**src/zrr_pkg.sv**
```systemverilog
// ----------------------------------------------------------------------------
// zrr_pkg
// Shared widths of the zigzag rail reorder unit and its checker.
// ----------------------------------------------------------------------------
`default_nettype none

package zrr_pkg;

  // Width of one character of the string.
  localparam int unsigned CHAR_W = 8;
  // Width of the row count register.
  localparam int unsigned ROW_W  = 7;
  // Width of the zigzag period (2 * rows - 2 for rows up to 127).
  localparam int unsigned STEP_W = 8;

endpackage

`default_nettype wire

```
**src/zrr_ram.sv**
```systemverilog
// ----------------------------------------------------------------------------
// zrr_ram
// Generic single write port, single read port RAM with registered read data.
// ----------------------------------------------------------------------------
`default_nettype none

module zrr_ram #(
  parameter int unsigned WIDTH = 8,
  parameter int unsigned DEPTH = 64
) (
  input  wire logic                     clk_i,
  input  wire logic                     we_i,
  input  wire logic [$clog2(DEPTH)-1:0] waddr_i,
  input  wire logic [WIDTH-1:0]         wdata_i,
  input  wire logic [$clog2(DEPTH)-1:0] raddr_i,
  output logic      [WIDTH-1:0]         rdata_o
);

  logic [WIDTH-1:0] mem_q [DEPTH];

  always_ff @(posedge clk_i) begin
    if (we_i) begin
      mem_q[waddr_i] <= wdata_i;
    end
    rdata_o <= mem_q[raddr_i];
  end

endmodule

`default_nettype wire

```
**src/zigzag_rail_reorder_unit.sv**
```systemverilog
// ----------------------------------------------------------------------------
// zigzag_rail_reorder_unit
// Rail fence (zigzag) reordering of a byte string held in an internal buffer.
// ----------------------------------------------------------------------------
// The unit collects a string one byte per input beat, one cycle per beat, into
// a buffer of MAX_LEN bytes; bytes past the buffer capacity are dropped, so
// the length saturates at MAX_LEN. The beat marked is_final closes the string
// and starts the output run, during which in_ready_o is low. The run emits
// every stored byte exactly once, row by row of the zigzag with row_count_i
// rows; a row count of zero or one passes the string through unchanged. The
// last byte of a run carries end_of_run_o, after which the unit takes the next
// string. A small sequencer walks rows and positions with one shared
// comparator, one candidate position per cycle while searching, and reads
// the buffer through its single registered read port. Each output byte
// passes through search (ST_FIND), buffer read (ST_WAIT) and output beat
// (ST_HOLD, held while the sink is not ready); each row change and each
// diagonal position of a middle row past the end of the string adds a search
// step. The user must write the row count register with row_count_we_i only
// while the unit is idle; the block does not enforce this. It resets to one.
// The buffer needs no clearing after reset; only stored positions are output.
// ----------------------------------------------------------------------------
`default_nettype none

module zigzag_rail_reorder_unit #(
  parameter int unsigned MAX_LEN = 64
) (
  input  wire logic                       clk_i,
  input  wire logic                       rst_ni,
  // Configuration.
  input  wire logic                       row_count_we_i,
  input  wire logic [zrr_pkg::ROW_W-1:0]  row_count_i,
  // Input channel.
  input  wire logic                       in_valid_i,
  output logic                            in_ready_o,
  input  wire logic [zrr_pkg::CHAR_W-1:0] char_in_i,
  input  wire logic                       is_final_i,
  // Output channel.
  output logic                            out_valid_o,
  input  wire logic                       out_ready_i,
  output logic      [zrr_pkg::CHAR_W-1:0] char_out_o,
  output logic                            end_of_run_o
);

  // Buffer address width, length width, and position width. A position must
  // hold a stored index plus one full period without wrapping.
  localparam int unsigned AW = $clog2(MAX_LEN);
  localparam int unsigned LW = $clog2(MAX_LEN + 1);
  localparam int unsigned PW = ((LW > zrr_pkg::STEP_W) ? LW : zrr_pkg::STEP_W) + 1;

  typedef enum logic [1:0] {
    ST_LOAD,
    ST_FIND,
    ST_WAIT,
    ST_HOLD
  } state_e;

  state_e                      state_q;
  logic [zrr_pkg::ROW_W-1:0]   row_count_q;
  logic [LW-1:0]               len_q;
  logic [LW-1:0]               count_q;
  logic [zrr_pkg::ROW_W-1:0]   row_q;
  logic [zrr_pkg::ROW_W-1:0]   last_row_q;
  logic [zrr_pkg::STEP_W-1:0]  step_q;
  logic [zrr_pkg::STEP_W-1:0]  doff_q;
  logic [PW-1:0]               pos_q;
  logic                        diag_q;
  logic                        last_q;
  logic [zrr_pkg::CHAR_W-1:0]  char_q;
  logic                        out_valid_q;

  // Input beat handshake and buffer write.
  logic in_beat;
  logic buf_full;
  logic buf_we;

  assign in_beat  = in_valid_i && in_ready_o;
  assign buf_full = (len_q == LW'(MAX_LEN));
  assign buf_we   = in_beat && !buf_full;

  // Zigzag geometry from the row count. Rows of zero or one collapse to a
  // single row that steps through the string one position at a time.
  logic                       pass_thru;
  logic [zrr_pkg::STEP_W-1:0] step_calc;
  logic [zrr_pkg::ROW_W-1:0]  last_row_calc;

  assign pass_thru     = (row_count_q <= zrr_pkg::ROW_W'(1));
  assign step_calc     = pass_thru ? zrr_pkg::STEP_W'(1)
                                   : zrr_pkg::STEP_W'({row_count_q, 1'b0}) -
                                     zrr_pkg::STEP_W'(2);
  assign last_row_calc = pass_thru ? '0 : row_count_q - zrr_pkg::ROW_W'(1);

  // Shared position unit: the candidate is either the row position itself or
  // its diagonal partner, which lies (period - 2 * row) further on. That
  // offset is kept per row in doff_q, so only one add and compare are needed.
  logic [PW-1:0]             len_ext;
  logic [PW-1:0]             diag_pos;
  logic [PW-1:0]             cand_pos;
  logic                      cand_hit;
  logic [PW-1:0]             pos_next;
  logic [zrr_pkg::ROW_W-1:0] row_next;
  logic                      mid_row;
  logic                      issue;
  logic [LW-1:0]             count_next;
  logic [AW-1:0]             rd_addr;
  logic [zrr_pkg::CHAR_W-1:0] rd_data;

  assign len_ext    = PW'(len_q);
  assign diag_pos   = pos_q + PW'(doff_q);
  assign cand_pos   = diag_q ? diag_pos : pos_q;
  assign cand_hit   = (cand_pos < len_ext);
  assign pos_next   = pos_q + PW'(step_q);
  assign row_next   = row_q + zrr_pkg::ROW_W'(1);
  assign mid_row    = (row_q != '0) && (row_q != last_row_q);
  assign issue      = (state_q == ST_FIND) && cand_hit;
  assign count_next = count_q + LW'(1);
  assign rd_addr    = cand_pos[AW-1:0];

  zrr_ram #(
    .WIDTH (zrr_pkg::CHAR_W),
    .DEPTH (MAX_LEN)
  ) u_buf (
    .clk_i   (clk_i),
    .we_i    (buf_we),
    .waddr_i (len_q[AW-1:0]),
    .wdata_i (char_in_i),
    .raddr_i (rd_addr),
    .rdata_o (rd_data)
  );

  always_ff @(posedge clk_i or negedge rst_ni) begin
    if (!rst_ni) begin
      state_q     <= ST_LOAD;
      row_count_q <= zrr_pkg::ROW_W'(1);
      len_q       <= '0;
      count_q     <= '0;
      row_q       <= '0;
      last_row_q  <= '0;
      step_q      <= '0;
      doff_q      <= '0;
      pos_q       <= '0;
      diag_q      <= 1'b0;
      last_q      <= 1'b0;
      char_q      <= '0;
      out_valid_q <= 1'b0;
    end else begin
      if (row_count_we_i) begin
        row_count_q <= row_count_i;
      end
      case (state_q)
        ST_LOAD: begin
          if (in_beat) begin
            if (!buf_full) begin
              len_q <= len_q + LW'(1);
            end
            if (is_final_i) begin
              // Close the string and set up the walk at row zero.
              state_q    <= ST_FIND;
              count_q    <= '0;
              row_q      <= '0;
              pos_q      <= '0;
              diag_q     <= 1'b0;
              step_q     <= step_calc;
              doff_q     <= step_calc;
              last_row_q <= last_row_calc;
            end
          end
        end
        ST_FIND: begin
          if (diag_q) begin
            // The diagonal was checked; move on to the next period.
            diag_q <= 1'b0;
            pos_q  <= pos_next;
          end else if (cand_hit) begin
            if (mid_row) begin
              diag_q <= 1'b1;
            end else begin
              pos_q <= pos_next;
            end
          end else begin
            // Row exhausted: the next row starts at its own index and its
            // diagonal offset shrinks by two.
            row_q  <= row_next;
            pos_q  <= PW'(row_next);
            doff_q <= doff_q - zrr_pkg::STEP_W'(2);
          end
          if (issue) begin
            state_q <= ST_WAIT;
            count_q <= count_next;
            last_q  <= (count_next == len_q);
          end
        end
        ST_WAIT: begin
          char_q      <= rd_data;
          out_valid_q <= 1'b1;
          state_q     <= ST_HOLD;
        end
        ST_HOLD: begin
          if (out_ready_i) begin
            out_valid_q <= 1'b0;
            if (last_q) begin
              len_q   <= '0;
              state_q <= ST_LOAD;
            end else begin
              state_q <= ST_FIND;
            end
          end
        end
        default: begin
          state_q <= ST_LOAD;
        end
      endcase
    end
  end

  assign in_ready_o   = (state_q == ST_LOAD);
  assign out_valid_o  = out_valid_q;
  assign char_out_o   = char_q;
  assign end_of_run_o = last_q;

endmodule

`default_nettype wire

```
**config.mk**
```make
export PLATFORM = sky130hd
export DESIGN_NAME = zigzag_rail_reorder_unit
export DESIGN_NICKNAME = d
export VERILOG_FILES = /design/src/zrr_pkg.sv /design/src/zrr_ram.sv /design/src/zigzag_rail_reorder_unit.sv
export SDC_FILE = /design/constraint.sdc
export NUM_CORES = 1
export LEC_CHECK = 0
export ABC_AREA = 1
export BUFFER_PORTS_ARGS = -buffer_cell sky130_fd_sc_hd__clkbuf_2
export CAP_MARGIN = 20
export CORE_UTILIZATION = 63
export DETAILED_ROUTE_END_ITERATION = 8
export PLACE_DENSITY = 0.8
export SLEW_MARGIN = 25
export SYNTH_ARGS = -nofsm -noshare
export SYNTH_HDL_FRONTEND = slang
export SYNTH_SLANG_ARGS = --single-unit
```
**constraint.sdc**
```tcl
create_clock -name clk_i -period 4.5 [get_ports clk_i]
set_input_delay 0.9 -clock clk_i [delete_from_list [all_inputs] [get_ports clk_i]]
set_output_delay 0.9 -clock clk_i [all_outputs]
set_load 0.02 [all_outputs]
```
==> results.md <==
* CTS resizes at 0
* FF-to-FF End: u_buf.mem_q[49][0]
* Antenna violations before repair at 2
* Dominant cells by area after synthesis: edfxtp_1, nand2_1, nand3_1
* Post-synth EDFFs at approximately 500
* Clock slew seen by the registers of the worst setup and hold paths at 0.06 ns
* Vias at approximately 19000
* Final number of setup-violating endpoints at 0
* Root buf cell: clkbuf_16
* Setup slack, reg-to-reg at 1.0 ns
* Core box area at between 40000 and 50000 µm²
* Number of global-route vias before repair at around 18000
* Grt total ovfl at 0
* Crit. End Element: flip-flop
* Initial core utilization at 0.6447
* Sequential Area at 17190 µm²
* Post-CTS Setup Bufs at 0
* Worst vdd ir at 720.5 µV
* CP endpoint: u_buf.mem_q[49][0]
* Worst-Skew Late Latency at 0.63 ns
* Slew of the pin with the lowest slew margin at 1.055 ns
* Final WL at 64.53 mm
* Syn Nets at ~2600
* Row count at 74
* Initial DRT Pass Iterations at 6
* Asr flop ratio synth at 0.1126
* Share of the synthesized area in the top cell type at 0.5775
* Worst hold margin at 0.3657 ns
* Synth cell types at 44
* Slew Limit Fails at 0
* Hold Buf Count CTS at 0
* Leakage at between 10 and 15 nW
* Fin nets at 2623
* Post-Synthesis Cells at 2572
* Reg2reg start: len_q[0]
* DRC errors left at 0
* Number of synthesized register bits at 586
* CTS tree: yes
* CP Data Required Time at roughly 4.8 ns
* Endpoints failing hold at 0
* H-tree levels at 2
* Yosys warnings at 0
* RSZ-0062 raised after global routing: no
* Die X at 207.6 µm
* CTS Buffer Depth at 3
* Fin crit period at 3.502 ns
* Max Cap Viol at 0
* Fillers at 2912
* Most common cell in the synthesized netlist: nand2_1
* CP startpoint: len_q[0]
* Initial DRC count at around 2300
* Global-route wire length before repair at ~100 mm
* DR vias/cell at 5.972
* Dominant synthesized flop cell: edfxtp_1
* Max Freq at 285.6 MHz
* Sequential fraction of the synthesis area at 0.6456
* Critical Path Fanout Max at 10
* CTS Buf Count at 56
* Commonest cells post-synth: nand2_1, edfxtp_1, inv_1
* I/O pin total at 32
* Clock Skew at 0.02556 ns
* Area Growth Syn to Fin at 8.206%
* Hold Crit Class: in2async
* Largest net degree at the start of global routing at 118
* Clock sinks at 586
* Multi-input combinational cell area at 7478 µm²
* WL/cell at between 20 and 25 µm
* # port buffers at 31
* Die H at 207.6 µm
* GPL Wtd Cong at ~0.9
* Post-detailed-route count of antenna-violating nets at 0
* Final Cycle Share at 0.7781
* Share of post-route cells with drive strength above 1 at 0.07044
* Die ar. at 43090 µm²
* Max-slew headroom at 0.2965
* Outcome: finished clean
* P per Cell Area at slightly below 700 nW/µm²
* Worst EP arrival at 3.75 ns
* Overall Global Routing Usage at 0.3040
* R2r worst-path depth at 7
* WS Path Type: reg2reg
* HPWL Detailed at around 39 mm
* Post-Syn Area at around 27000 µm²
* Startpoint Class: flip-flop
* TNS Setup at 0 ns
* Syn Area/Cell at 10.35 µm²
* Area leader, netlist: edfxtp_1
[state kept, by name, indices dropped and copies added, names as in the netlist]
name	flops
u_buf.mem_q	512
pos_q	9
char_out_o	8
doff_q	8
u_buf.rdata_o	8
count_q	7
last_row_q	7
len_q	7
row_count_q	7
row_q	7
state_q	2
diag_q	1
end_of_run_o	1
out_valid_o	1
step_q	1
[report_power, final]
part | switching (mW) | total, mW | leakage, nW | internal, mW
Clock | 2.04 | 4.56 | 0.863 | 2.52
Sequential | 0.358 | 6.58 | 5.52 | 6.22
Combinational | 6.07 | 8.61 | 5.22 | 2.54
[stage by stage]
stage	worst slack (ns)	total power, mW	area (µm²)	utilization	std cells
4_1_cts	1.051	19.64	28810	0.6976	3144
5_1_grt	0.6510	20.85	28810	0.6976	3144
3_5_place_dp	1.076	15.05	27050	0.6550	3039
2_1_floorplan	1.375	12.79	26620	-	2572
6_report	0.9984	19.76	28810	0.6976	3145
3_3_place_gp	1.199	14.83	27040	0.6549	3039
[how the worst min path moves through the flow]
stage | end | slack [ns] | cells after the start
after global placement | count_q[6] | 0.48 | 2
after CTS | char_out_o[5] | 0.36 | 1
after detailed placement | out_valid_o | 0.49 | 2
final | char_out_o[5] | 0.37 | 1
after global routing | char_out_o[5] | 0.42 | 1
after floorplan | char_out_o[0] | 0.44 | 1
[layer usage]
metal  global-route usage  share of wire  wire length (µm)  vias to the layer above
met1               0.4259           0.40             25550                     8942
li1                     -              -                 -                     8650
met2               0.4846           0.47             30510                     1030
met4               0.1168          0.034              2198                        0
met3              0.04644          0.097              6274                      161
met5                    0              0                 0                        -
[area by class of cell]
class	instances	area share
antenna	1	0.00008687
clock buffer	66	0.04995
clock inverter	39	0.01108
inverter	346	0.04513
multi-input combinational	1518	0.2596
sequential	586	0.5966
tap	532	0.02311
timing repair buffer	57	0.01442
[kinds of logic (layout without fill, tap and decap cells)]
| logic type | count (synthesis) | after routing | share of synthesized area |
|---|---|---|---|
| and+or+nand+nor | 1155 | 1155 | 0.1828 |
| DFF | 586 | 586 | 0.6456 |
| buffers and inverters | 468 | 508 | 0.07510 |
| AOI/OAI and AO/OA | 282 | 282 | 0.06321 |
| adders and majority gates | 37 | 37 | 0.01795 |
| xor gates and xnor gates | 35 | 35 | 0.01151 |
| muxes | 9 | 9 | 0.003807 |
| other | 0 | 1 | 0 |
[critical path, cell delays in order, from the launching register on]
cell,delay (ns)
dfrtp_1,0.54
clkinv_1,0.31
ha_1,0.28
nand3_1,0.10
o21ai_2,0.10
nor2_4,0.23
nand3_1,0.69
nor2_1,0.87
[cells in the final DEF, fill, tap and decap left out, types with 23 or more instances in the layout]
cell type	count
a21oi_1	44
clkbuf_16	56
clkbuf_2	29
dfrtp_1	65
edfxtp_1	512
ha_1	35
inv_1	334
nand2_1	654
nand3_1	328
nor2_1	136
o211ai_1	87
o21ai_0	103
o21ai_1	30
xor2_1	23
No activity file was read; power rests on OpenSTA's default activity.
